### config.mk
export PLATFORM = sky130hd
export DESIGN_NAME = short_descriptor_table_walk_top_flat
export DESIGN_NICKNAME = d
export VERILOG_FILES = /design/src/rtl/core/sdtw_pkg.sv /design/src/rtl/core/sdtw_if.sv /design/src/rtl/core/sdtw_perm.sv /design/src/rtl/core/short_descriptor_table_walk_top.sv /design/src/flat_wrapper.sv
export SDC_FILE = /design/constraint.sdc
export NUM_CORES = 1
export LEC_CHECK = 0
export BUFFER_PORTS_ARGS = -buffer_cell sky130_fd_sc_hd__buf_2
export CAP_MARGIN = 10
export CORE_ASPECT_RATIO = 0.9
export CORE_MARGIN = 2
export CORE_UTILIZATION = 35
export CTS_CLUSTER_DIAMETER = 60
export DETAILED_ROUTE_END_ITERATION = 16
export REMOVE_ABC_BUFFERS = 1
export SLEW_MARGIN = 20
export SYNTH_ARGS = -nofsm -noshare
export SYNTH_HDL_FRONTEND = slang
export SYNTH_HIERARCHICAL = 1
export SYNTH_SLANG_ARGS = --single-unit
### constraint.sdc
create_clock -name clk -period 5.57 [get_ports clk]
set_input_delay 0.2785 -clock clk [delete_from_list [all_inputs] [get_ports clk]]
set_output_delay 0.2785 -clock clk [all_outputs]
set_load 0.005 [all_outputs]
### src/rtl/core/sdtw_pkg.sv
// Shared types, codes and constants of the short-descriptor table walker.
`default_nettype none
package sdtw_pkg;

	// Opcodes of an input beat.
	localparam logic OP_TRANSLATE = 1'b0;
	localparam logic OP_DATA      = 1'b1;

	// Kinds of a result beat.
	localparam logic KIND_READ = 1'b0;
	localparam logic KIND_DONE = 1'b1;

	// Configuration register indexes.
	localparam int unsigned CFG_IDX_W = 1;
	localparam logic [CFG_IDX_W-1:0] REG_TABLE_BASE    = 1'd0;
	localparam logic [CFG_IDX_W-1:0] REG_DOMAIN_ACCESS = 1'd1;

	localparam int unsigned TABLE_BASE_W = 18;
	localparam int unsigned ADDR_W       = 32;
	localparam int unsigned DATA_W       = 32;
	localparam int unsigned MODE_W       = 5;
	localparam int unsigned DOM_W        = 4;
	localparam int unsigned FAULT_W      = 3;

	localparam logic [MODE_W-1:0] MODE_USER = 5'h10;

	// Fault codes.
	localparam logic [FAULT_W-1:0] FLT_NONE       = 3'd0;
	localparam logic [FAULT_W-1:0] FLT_SECT_TRANS = 3'd1;
	localparam logic [FAULT_W-1:0] FLT_PAGE_TRANS = 3'd2;
	localparam logic [FAULT_W-1:0] FLT_SECT_DOM   = 3'd3;
	localparam logic [FAULT_W-1:0] FLT_PAGE_DOM   = 3'd4;
	localparam logic [FAULT_W-1:0] FLT_SECT_PERM  = 3'd5;
	localparam logic [FAULT_W-1:0] FLT_PAGE_PERM  = 3'd6;
	localparam logic [FAULT_W-1:0] FLT_RESERVED   = 3'd7;

	// Descriptor type codes.
	localparam logic [1:0] L1_FAULT    = 2'd0;
	localparam logic [1:0] L1_COARSE   = 2'd1;
	localparam logic [1:0] L1_SECTION  = 2'd2;
	localparam logic [1:0] L1_RESERVED = 2'd3;
	localparam logic [1:0] L2_FAULT    = 2'd0;
	localparam logic [1:0] L2_LARGE    = 2'd1;

	// Domain access field values.
	localparam logic [1:0] DACR_CLIENT  = 2'd1;
	localparam logic [1:0] DACR_MANAGER = 2'd3;

	typedef enum logic [1:0] {
		PH_IDLE = 2'd0,
		PH_L1   = 2'd1,
		PH_L2   = 2'd2
	} phase_t;

	// Inputs of the domain and permission check.
	typedef struct packed {
		logic [DOM_W-1:0] dom;
		logic             apx;
		logic [1:0]       ap;
		logic             user;
		logic             wr;
		logic             page;
	} perm_req_t;

endpackage
`default_nettype wire

### src/rtl/core/sdtw_if.sv
// Valid/ready channel interfaces of the table walker: requests, results, configuration.
`default_nettype none
interface sdtw_req_if import sdtw_pkg::*; ();
	logic              valid;
	logic              ready;
	logic              opcode;
	logic [ADDR_W-1:0] virt_addr;
	logic [MODE_W-1:0] cpu_mode;
	logic              is_write;
	logic [DATA_W-1:0] read_data;
	modport source (output valid, opcode, virt_addr, cpu_mode, is_write, read_data,
		input ready);
	modport sink (input valid, opcode, virt_addr, cpu_mode, is_write, read_data,
		output ready);
endinterface

interface sdtw_rsp_if import sdtw_pkg::*; ();
	logic               valid;
	logic               ready;
	logic               kind;
	logic [ADDR_W-1:0]  read_addr;
	logic [ADDR_W-1:0]  phys_addr;
	logic [FAULT_W-1:0] fault;
	logic [DOM_W-1:0]   fault_domain;
	logic               cacheable;
	modport source (output valid, kind, read_addr, phys_addr, fault, fault_domain,
		cacheable, input ready);
	modport sink (input valid, kind, read_addr, phys_addr, fault, fault_domain,
		cacheable, output ready);
endinterface

interface sdtw_cfg_if import sdtw_pkg::*; ();
	logic                 valid;
	logic                 ready;
	logic [CFG_IDX_W-1:0] index;
	logic [DATA_W-1:0]    data;
	modport source (output valid, index, data, input ready);
	modport sink (input valid, index, data, output ready);
endinterface
`default_nettype wire

### src/rtl/core/sdtw_perm.sv
// Domain access and AP/APX permission check for a finished walk.
`default_nettype none
module sdtw_perm import sdtw_pkg::*; (
	input  wire logic [DATA_W-1:0]  domain_access,
	input  wire perm_req_t          req,
	output logic [FAULT_W-1:0]      fault
);

	logic [1:0] acc;
	logic       ok;

	assign acc = domain_access[{req.dom, 1'b0} +: 2];

	always_comb begin
		if (!req.apx) begin
			case (req.ap)
				2'd0:    ok = 1'b0;
				2'd1:    ok = !req.user;
				2'd2:    ok = !(req.wr && req.user);
				default: ok = 1'b1;
			endcase
		end else begin
			case (req.ap)
				2'd0:    ok = 1'b0;
				2'd1:    ok = !(req.user || req.wr);
				default: ok = !req.wr;
			endcase
		end
	end

	always_comb begin
		if (acc == DACR_MANAGER)
			fault = FLT_NONE;
		else if (acc != DACR_CLIENT)
			fault = req.page ? FLT_PAGE_DOM : FLT_SECT_DOM;
		else if (ok)
			fault = FLT_NONE;
		else
			fault = req.page ? FLT_PAGE_PERM : FLT_SECT_PERM;
	end

endmodule
`default_nettype wire

### src/rtl/core/short_descriptor_table_walk_top.sv
// Top level of the two-level short-descriptor page table walker.
`default_nettype none
// The walker takes one beat per clock cycle on req and answers each beat that
// produces a result with a single beat on rsp in the next cycle. A translate beat
// (opcode 0) seen while idle latches the address, mode and write flag and returns
// a level-1 descriptor read request; the descriptor word comes back as an opcode 1
// beat. A section or fault descriptor finishes the walk, a coarse descriptor
// yields a level-2 read request and the level-2 word then finishes it. Translate
// beats arriving mid-walk and data beats arriving while idle are swallowed with
// no result. Each beat is decoded by shallow logic from the walk state and
// written straight into the output register, so the sustained rate is one beat
// per cycle; req stalls only while the output register is full and rsp is not
// taking it. Memory latency lies entirely outside the block. The cfg channel is
// always ready; table_base and domain_access should be written only while no
// walk is in flight.
module short_descriptor_table_walk_top import sdtw_pkg::*; (
	input  wire logic  clk,
	input  wire logic  arst_n,
	sdtw_req_if.sink   req,
	sdtw_rsp_if.source rsp,
	sdtw_cfg_if.sink   cfg
);

	// Configuration registers.
	logic [TABLE_BASE_W-1:0] table_base_q;
	logic [DATA_W-1:0]       domain_access_q;

	// Walk state: the phase, the request that started the walk and the level-1 domain.
	phase_t            phase_q, phase_nxt;
	logic [ADDR_W-1:0] vaddr_q;
	logic              user_q;
	logic              write_q;
	logic [DOM_W-1:0]  l1_dom_q;

	// Output register.
	logic               rsp_valid_q;
	logic               kind_q;
	logic [ADDR_W-1:0]  read_addr_q;
	logic [ADDR_W-1:0]  phys_addr_q;
	logic [FAULT_W-1:0] fault_q;
	logic [DOM_W-1:0]   dom_q;
	logic               c_q;

	// Result of the beat being decoded this cycle.
	logic               res_valid;
	logic               res_kind;
	logic [ADDR_W-1:0]  res_read_addr;
	logic [ADDR_W-1:0]  res_phys_addr;
	logic [FAULT_W-1:0] res_fault;
	logic [DOM_W-1:0]   res_dom;
	logic               res_c;

	logic              accept;
	logic              latch_req;
	logic [1:0]        d_type;
	logic [DATA_W-1:0] d;
	perm_req_t         perm_req;
	logic [FAULT_W-1:0] perm_fault;

	assign cfg.ready = 1'b1;

	always_ff @(posedge clk or negedge arst_n) begin
		if (!arst_n) begin
			table_base_q    <= '0;
			domain_access_q <= '0;
		end else if (cfg.valid) begin
			case (cfg.index)
				REG_TABLE_BASE:    table_base_q    <= cfg.data[TABLE_BASE_W-1:0];
				REG_DOMAIN_ACCESS: domain_access_q <= cfg.data;
				default:           ;
			endcase
		end
	end

	// A new beat goes in whenever the output register is empty or being drained.
	assign req.ready = !rsp_valid_q || rsp.ready;
	assign accept    = req.valid && req.ready;
	assign d         = req.read_data;
	assign d_type    = d[1:0];

	// Only a translate beat in the idle phase starts a walk.
	assign latch_req = accept && (req.opcode == OP_TRANSLATE) && (phase_q == PH_IDLE);

	// The domain check uses the level-1 domain of the word itself for a section and
	// the stored one for a page; the AP bits sit in different places at each level.
	always_comb begin
		perm_req.user = user_q;
		perm_req.wr   = write_q;
		if (phase_q == PH_L2) begin
			perm_req.dom  = l1_dom_q;
			perm_req.apx  = d[9];
			perm_req.ap   = d[5:4];
			perm_req.page = 1'b1;
		end else begin
			perm_req.dom  = d[8:5];
			perm_req.apx  = d[15];
			perm_req.ap   = d[11:10];
			perm_req.page = 1'b0;
		end
	end

	sdtw_perm u_perm (
		.domain_access (domain_access_q),
		.req           (perm_req),
		.fault         (perm_fault)
	);

	// Next phase.
	always_comb begin
		phase_nxt = phase_q;
		if (accept) begin
			case (phase_q)
				PH_IDLE: begin
					if (req.opcode == OP_TRANSLATE)
						phase_nxt = PH_L1;
				end
				PH_L1: begin
					if (req.opcode == OP_DATA)
						phase_nxt = (d_type == L1_COARSE) ? PH_L2 : PH_IDLE;
				end
				PH_L2: begin
					if (req.opcode == OP_DATA)
						phase_nxt = PH_IDLE;
				end
				default: phase_nxt = PH_IDLE;
			endcase
		end
	end

	// Result of the current beat.
	always_comb begin
		res_valid     = 1'b0;
		res_kind      = KIND_READ;
		res_read_addr = '0;
		res_phys_addr = '0;
		res_fault     = FLT_NONE;
		res_dom       = '0;
		res_c         = 1'b0;
		case (phase_q)
			PH_IDLE: begin
				if (req.opcode == OP_TRANSLATE) begin
					res_valid     = 1'b1;
					res_read_addr = {table_base_q, req.virt_addr[31:20], 2'b00};
				end
			end
			PH_L1: begin
				if (req.opcode == OP_DATA) begin
					res_valid = 1'b1;
					if (d_type == L1_COARSE) begin
						res_read_addr = {d[31:10], vaddr_q[19:12], 2'b00};
					end else begin
						res_kind = KIND_DONE;
						res_dom  = d[8:5];
						case (d_type)
							L1_FAULT:    res_fault = FLT_SECT_TRANS;
							L1_RESERVED: res_fault = FLT_RESERVED;
							default: begin
								res_fault = perm_fault;
								res_c     = d[3];
								if (perm_fault == FLT_NONE)
									res_phys_addr = {d[31:20], vaddr_q[19:0]};
							end
						endcase
					end
				end
			end
			PH_L2: begin
				if (req.opcode == OP_DATA) begin
					res_valid = 1'b1;
					res_kind  = KIND_DONE;
					res_dom   = l1_dom_q;
					if (d_type == L2_FAULT) begin
						res_fault = FLT_PAGE_TRANS;
					end else begin
						res_fault = perm_fault;
						res_c     = d[3];
						if (perm_fault == FLT_NONE) begin
							if (d_type == L2_LARGE)
								res_phys_addr = {d[31:16], vaddr_q[15:0]};
							else
								res_phys_addr = {d[31:12], vaddr_q[11:0]};
						end
					end
				end
			end
			default: begin
				// An unused phase code gives the same result as idle, but the next phase is idle.
				if (req.opcode == OP_TRANSLATE) begin
					res_valid     = 1'b1;
					res_read_addr = {table_base_q, req.virt_addr[31:20], 2'b00};
				end
			end
		endcase
	end

	always_ff @(posedge clk or negedge arst_n) begin
		if (!arst_n) begin
			phase_q  <= PH_IDLE;
			vaddr_q  <= '0;
			user_q   <= 1'b0;
			write_q  <= 1'b0;
			l1_dom_q <= '0;
		end else begin
			phase_q <= phase_nxt;
			if (latch_req) begin
				vaddr_q <= req.virt_addr;
				user_q  <= (req.cpu_mode == MODE_USER);
				write_q <= req.is_write;
			end
			if (accept && req.opcode == OP_DATA && phase_q == PH_L1)
				l1_dom_q <= d[8:5];
		end
	end

	// Output register: loaded by a beat that produces a result, emptied when taken.
	always_ff @(posedge clk or negedge arst_n) begin
		if (!arst_n) begin
			rsp_valid_q <= 1'b0;
		end else if (accept) begin
			rsp_valid_q <= res_valid;
		end else if (rsp.ready) begin
			rsp_valid_q <= 1'b0;
		end
	end

	always_ff @(posedge clk) begin
		if (accept && res_valid) begin
			kind_q      <= res_kind;
			read_addr_q <= res_read_addr;
			phys_addr_q <= res_phys_addr;
			fault_q     <= res_fault;
			dom_q       <= res_dom;
			c_q         <= res_c;
		end
	end

	assign rsp.valid        = rsp_valid_q;
	assign rsp.kind         = kind_q;
	assign rsp.read_addr    = read_addr_q;
	assign rsp.phys_addr    = phys_addr_q;
	assign rsp.fault        = fault_q;
	assign rsp.fault_domain = dom_q;
	assign rsp.cacheable    = c_q;

endmodule
`default_nettype wire
### src/flat_wrapper.sv
// flat-port wrapper written by rule: the top's interface ports become plain ports
module short_descriptor_table_walk_top_flat import sdtw_pkg::*;
  (clk, arst_n, req_valid, req_opcode, req_virt_addr, req_cpu_mode, req_is_write, req_read_data, req_ready, rsp_valid, rsp_kind, rsp_read_addr, rsp_phys_addr, rsp_fault, rsp_fault_domain, rsp_cacheable, rsp_ready, cfg_valid, cfg_index, cfg_data, cfg_ready);
  sdtw_req_if req_i ();
  sdtw_rsp_if rsp_i ();
  sdtw_cfg_if cfg_i ();
  input  wire logic clk;
  input  wire logic arst_n;
  input wire logic [$bits(req_i.valid)-1:0] req_valid;
  input wire logic [$bits(req_i.opcode)-1:0] req_opcode;
  input wire logic [$bits(req_i.virt_addr)-1:0] req_virt_addr;
  input wire logic [$bits(req_i.cpu_mode)-1:0] req_cpu_mode;
  input wire logic [$bits(req_i.is_write)-1:0] req_is_write;
  input wire logic [$bits(req_i.read_data)-1:0] req_read_data;
  output wire logic [$bits(req_i.ready)-1:0] req_ready;
  output wire logic [$bits(rsp_i.valid)-1:0] rsp_valid;
  output wire logic [$bits(rsp_i.kind)-1:0] rsp_kind;
  output wire logic [$bits(rsp_i.read_addr)-1:0] rsp_read_addr;
  output wire logic [$bits(rsp_i.phys_addr)-1:0] rsp_phys_addr;
  output wire logic [$bits(rsp_i.fault)-1:0] rsp_fault;
  output wire logic [$bits(rsp_i.fault_domain)-1:0] rsp_fault_domain;
  output wire logic [$bits(rsp_i.cacheable)-1:0] rsp_cacheable;
  input wire logic [$bits(rsp_i.ready)-1:0] rsp_ready;
  input wire logic [$bits(cfg_i.valid)-1:0] cfg_valid;
  input wire logic [$bits(cfg_i.index)-1:0] cfg_index;
  input wire logic [$bits(cfg_i.data)-1:0] cfg_data;
  output wire logic [$bits(cfg_i.ready)-1:0] cfg_ready;
  assign req_i.valid = req_valid;
  assign req_i.opcode = req_opcode;
  assign req_i.virt_addr = req_virt_addr;
  assign req_i.cpu_mode = req_cpu_mode;
  assign req_i.is_write = req_is_write;
  assign req_i.read_data = req_read_data;
  assign req_ready = req_i.ready;
  assign rsp_valid = rsp_i.valid;
  assign rsp_kind = rsp_i.kind;
  assign rsp_read_addr = rsp_i.read_addr;
  assign rsp_phys_addr = rsp_i.phys_addr;
  assign rsp_fault = rsp_i.fault;
  assign rsp_fault_domain = rsp_i.fault_domain;
  assign rsp_cacheable = rsp_i.cacheable;
  assign rsp_i.ready = rsp_ready;
  assign cfg_i.valid = cfg_valid;
  assign cfg_i.index = cfg_index;
  assign cfg_i.data = cfg_data;
  assign cfg_ready = cfg_i.ready;
  short_descriptor_table_walk_top u_core (.clk(clk), .arst_n(arst_n), .req(req_i), .rsp(rsp_i), .cfg(cfg_i));
endmodule
==> qor.txt, run 1 <==
H-tree depth = 4
Final min period = 4.68 ns
# DRC = 0
Reg2reg path depth = 11
Largest net degree at the start of global routing = 80
Setup-failing EPs final = 0
Hold Path Depth = 2
Clock Tree Buf Depth = 2
Vias = 4246
Mapped cell area = 6500 µm²
Most frequent cells in the layout = buf_2, mux2_2, dfrtp_1
Cell Chain, Critical Path = inv_1 > ha_1 > mux2_2 > mux4_1 > mux2i_1 > mux2i_1 > nand2_1 > o21ai_2 > or4b_1 > a211oi_4 > and2_1
Maximum operating frequency = 214 MHz
Site row count = 47
Worst path slowest cell = a211oi_4
CP bufs+invs = 1
Vias in the first global route = 4573
Worst Hold Margin = 0.0826 ns
Pins over their slew limit = 0
Synth area leaders = edfxtp_1, dfrtp_1, mux2_2
Fillers = 1679
Starting Density = 0.355
Worst-margin pin slew = 1.06 ns
EDFF count, synth = 71
Critical path required time = 5.85 ns
Clock latency reported for the late side of the worst-skew pair = 0.42 ns
Core Box Area = 18300 µm²
CTS tree = built
Clock Tree Root = clkbuf_16
Commonest non-fill, non-tap cell in the layout = buf_2
Hold endpoint = u_core/vaddr_q[11]
Die width = 148 µm
Hold crit path type = input port to flop
Crit-path leading delay family = multiplexers
Die area = 19700 µm²
Instance count of the mapped netlist = 429
Share of layout cells above drive strength 1 = 0.498
CP startpoint kind = flop
Setup Buffers After CTS = 0
Vias/cell = 4.92
Final Cycle Share = 0.840
Utilization of the core after routing = 0.449
Max_slew headroom = 0.292
CP most frequent cell = mux2i_1
Post-synth cell types = 49
Max VDD drop = 230 µV
First-pass GRT wire length = 24800 µm
Layout Cells excl Fill = 863
Post-synth top area share = 0.328
Pwr Density = 450 nW/µm²
TritonCTS Sinks = 150
Die Y = 133 µm
FF-to-FF Start = u_core/phase_q[0]
TNS Setup = 0 ns
I/O Pins = 185
Detail Placement HPWL = 10700 µm
Antenna Violating Nets Remaining = 0
Final wirelength = 15700 µm
Warning count from the yosys run = 6
Total clock buffers created by CTS = 17
Antenna violations before repair = 2
Crit path DAT = 4.96 ns
Sequential area share after synthesis = 0.633
Synthesized area per cell = 15.1 µm²
Crit end category = flop
PortBufs = 180
Slowest stage delay, CP = 0.87 ns
RSZ-0062 raised after global routing = false
Hold path startpoint = req_virt_addr[11]
Worst Setup Path Type = flop to flop
DR iter-0 viols = 239
Routed len/inst = 18.2 µm
Flops & latches, synth = 150
NumNets Final = 718
Async SR Flop Fraction = 0.527
Total power = 3.69 mW
All-layer global routing usage = 0.166
Max-capacitance violation count = 0
Run status = finished, final reports clean
RD Place Congestion = 0.814
Area leader, netlist = edfxtp_1
Hold Vio Cnt, Final = 0
Gr ovfl total = 0
P&R area growth vs syn = 26.4%
Dpl cells = 829
Leakage = 3.50 nW
CTS clk-pin slew, worst paths = 0.07 ns
Synth Flop Type = dfrtp_1
Worst reg2reg endpoint = u_core/rsp.phys_addr[26]
Worst reg2reg setup slack = 0.89 ns
Worst Skew = 0.0117 ns
Crit Path Max Fanout = 24
Drt first pass iters = 4
## state kept, by name, indices dropped and copies added (netlist names)
signal / cells
u_core/phase_q: 2
u_core/vaddr_q: 20
u_core/rsp.valid: 1
u_core/user_q: 1
u_core/write_q: 1
u_core/rsp.phys_addr: 32
u_core/domain_access_q: 32
u_core/rsp.kind: 1
u_core/rsp.fault_domain: 4
u_core/l1_dom_q: 4
u_core/rsp.read_addr: 30
u_core/rsp.fault: 3
u_core/table_base_q: 18
u_core/rsp.cacheable: 1
## area by class of cell
type	count	area, µm²	area share
clock buffer	18	439	0.0535
clock inverter	14	154	0.0187
antenna	1	2.50	0.000305
multi-input combinational	243	2230	0.272
timing repair buffer	183	932	0.114
sequential	150	4110	0.500
inverter	9	33.8	0.00411
tap	245	307	0.0373
## cell usage after synthesis, types with 2 or more instances
cell and instances:
a21o_1 3, a21oi_1 6, a22o_1 30, a22oi_1 8, a32o_1 4, and2_1 25
and3b_1 2, buf_1 6, buf_2 4, buf_4 3, buf_6 3, clkbuf_1 11
conb_1 2, dfrtp_1 79, edfxtp_1 71, ha_1 5, inv_1 8, mux2_2 83
mux2i_1 8, mux4_1 4, mux4_2 3, nand2_1 9, nand2b_1 4, nand3_1 2
nand3b_1 4, nand4_1 2, nor2_1 14, nor2b_1 2, nor4_1 2, o21a_1 2
o21ai_0 2
## kinds of logic after synthesis
kind of cell / share of synthesized area
mux: 0.183
xor+xnor: 0.00135
fa+ha+maj: 0.00963
flops: 0.633
simple gates: 0.0641
buf+inv: 0.0275
compound gates: 0.0809
other cells: 0.00116
## through the flow
stage / setup slack (ns) / cell area, µm²
after floorplan: 1.86 / 6350
after global placement: 1.01 / 7600
after detailed placement: 0.725 / 7600
after CTS: 0.810 / 8200
after global routing: 0.527 / 8210
final: 0.892 / 8210
## power by group
group / switching (mW) / internal [mW]
logic: 0.479 / 0.411
registers: 0.128 / 1.53
clock network: 0.469 / 0.675
## timing repair
| item | in CTS | in global routing |
|---|---|---|
| resized for setup | 0 | 0 |
| hold buffers | 0 | 1 |
| endpoints found under the hold margin | 0 | 79 |
## routing by layer
metal / GRT usage / share of wire
met1: 0.206 / 0.43
met2: 0.276 / 0.48
met3: 0.0558 / 0.072
met4: 0.0529 / 0.016
met5: 0 / 0.00077
## worst max-delay path by stage
stage                            from  slack, ns  cells after the start                       end
finish              u_core/phase_q[0]       0.89                     11  u_core/rsp.phys_addr[26]
global route        u_core/phase_q[0]       0.53                     11  u_core/rsp.phys_addr[26]
CTS                 u_core/phase_q[0]       0.81                     11  u_core/rsp.phys_addr[26]
detailed placement  u_core/phase_q[0]       0.73                     11   u_core/rsp.phys_addr[6]
global placement    u_core/phase_q[0]       1.01                     11  u_core/rsp.phys_addr[29]
floorplan           u_core/phase_q[0]       1.86                     11   u_core/rsp.phys_addr[0]
(Power assumes the default switching activity.)
==> run 2, diff against run 1 <==
==> constraint.sdc (replaced) <==
create_clock -name clk -period 4.03 [get_ports clk]
set_input_delay 0.2015 -clock clk [delete_from_list [all_inputs] [get_ports clk]]
set_output_delay 0.2015 -clock clk [all_outputs]
set_load 0.005 [all_outputs]
==> qor.txt, run 2 (synthesized netlist as in run 1, its figures left out) <==
Cell-internal power = 3.70 mW
Worst Skew = 0.00935 ns
Worst-margin pin slew = 1.05 ns
Crit end category = flop
Share of layout cells above drive strength 1 = 0.489
Largest net degree at the start of global routing = 72
Total clock buffers created by CTS = 17
I/O Pins = 185
DR iter-0 viols = 223
Max VDD drop = 299 µV
Die width = 148 µm
CP most frequent cell = buf_4
Worst path slowest cell = or4b_4
Max-capacitance violation count = 0
Final wirelength = 16000 µm
Max_slew headroom = 0.296
TNS Setup = 0 ns
Starting Density = 0.355
Critical path required time = 4.32 ns
Detail Placement HPWL = 11100 µm
NumNets Final = 745
RD Place Congestion = 0.789
Vias in the first global route = 4604
Gr ovfl total = 0
Die Y = 133 µm
Site row count = 47
Worst Setup Path Type = flop to flop
Clock latency reported for the late side of the worst-skew pair = 0.42 ns
Combinational share of power = 0.243
Crit Path Max Fanout = 24
Sequential share of power = 0.439
Worst Setup Slack, final = 0.317 ns
Vias = 4365
CTS tree = built
CP startpoint kind = flop
Hold crit path type = input port to flop
Most frequent cells in the layout = buf_2, mux2_2, dfrtp_1
H-tree depth = 4
Crit path DAT = 4.00 ns
First-pass GRT wire length = 24800 µm
P&R area growth vs syn = 30.9%
Psw = 1.52 mW
Cell Chain, Critical Path = inv_1 > ha_1 > buf_4 > mux2_2 > mux4_1 > mux2i_1 > mux2i_2 > nand2b_1 > o21ai_2 > or4b_4 > a211oi_4 > buf_4 > and2_1
RSZ-0062 raised after global routing = false
All-layer global routing usage = 0.165
Pwr Density = 614 nW/µm²
TritonCTS Sinks = 150
Antenna Violating Nets Remaining = 0
Die area = 19700 µm²
Antenna violations before repair = 2
Pins over their slew limit = 0
Core Box Area = 18300 µm²
Commonest non-fill, non-tap cell in the layout = buf_2
Pre-CTS WS = 0.157 ns
PortBufs = 180
Maximum operating frequency = 269 MHz
Hold Vio Cnt, Final = 0
Vias/cell = 4.90
Drt first pass iters = 4
Clock share of power = 0.318
Sw Ratio = 0.291
Total power = 5.22 mW
Setup Buffers After CTS = 0
Worst Hold Margin = 0.0171 ns
Routed len/inst = 18.0 µm
Slowest stage delay, CP = 0.62 ns
Clock Tree Buf Depth = 2
# DRC = 0
CTS clk-pin slew, worst paths = 0.06 ns
Run status = finished, final reports clean
Final min period = 3.71 ns
Leakage = 3.62 nW
Clock Tree Root = clkbuf_16
Setup-failing EPs final = 0
Final Cycle Share = 0.921
## run 2: critical path: cells and delay by family (launching register included)
kind                     cells  cell delay (ns)
AO/OA/AOI/OAI                2             0.30
AND/OR/NAND/NOR              3             0.96
buffers and inverters        3             0.62
adder cells (fa/ha/maj)      1             0.20
multiplexers                 4             1.06
flip-flops                   1             0.42
## run 2: cell type report
type                            count  area [µm²]
Antenna cell                        1        2.50
Sequential cell                   150        4110
Clock inverter                     15         193
Tap cell                          245         307
Clock buffer                       17         425
Inverter                            9        33.8
Multi-Input combinational cell    243        2250
Timing Repair Buffer              210        1190
Fill cell                        1669        9790
## run 2: path summary, 6_finish.rpt
path | slack, ns | cells past startpoint | start | to
min reg2reg | 0.50 | 1 | u_core/domain_access_q[6] | u_core/domain_access_q[6]
max | 0.32 | 13 | u_core/phase_q[0] | u_core/rsp.phys_addr[31]
max reg2reg | 0.32 | 13 | u_core/phase_q[0] | u_core/rsp.phys_addr[31]
max in group asynchronous | 2.77 | 3 | arst_n | u_core/domain_access_q[22]
min in group asynchronous | 0.36 | 2 | arst_n | u_core/vaddr_q[6]
min | 0.02 | 2 | cfg_data[20] | u_core/domain_access_q[20]
## run 2: power groups by stage
stage               registers (mW)  logic [mW]  clock network [mW]
finish                        2.29        1.27                1.66
global route                  2.34        1.39                1.77
CTS                           2.29        1.28                1.70
detailed placement            2.32        1.26                   0
global placement              2.30        1.22                   0
floorplan                     2.31       0.717                   0
## run 2: metal layers
metal | vias up | GRT usage | routed length, µm
met5 | - | 0 | 7
met2 | 128 | 0.276 | 7890
met4 | 2 | 0.0534 | 223
met3 | 16 | 0.0445 | 955
li1 | 2021 | - | -
met1 | 2198 | 0.211 | 6950
## run 2: timing repair
item,CTS,global route
hold buffers,22,1
endpoints found under the hold margin,66,1
gates resized for setup,0,3
setup endpoints to repair,0,24
## run 2: metrics by stage
| step | cells | area (µm²) | utilization |
|---|---|---|---|
| after floorplan | 402 | 6350 | - |
| after global placement | 834 | 7640 | 0.418 |
| after detailed placement | 834 | 7640 | 0.418 |
| after CTS | 888 | 8480 | 0.464 |
| after global routing | 890 | 8500 | 0.465 |
| final | 890 | 8500 | 0.465 |
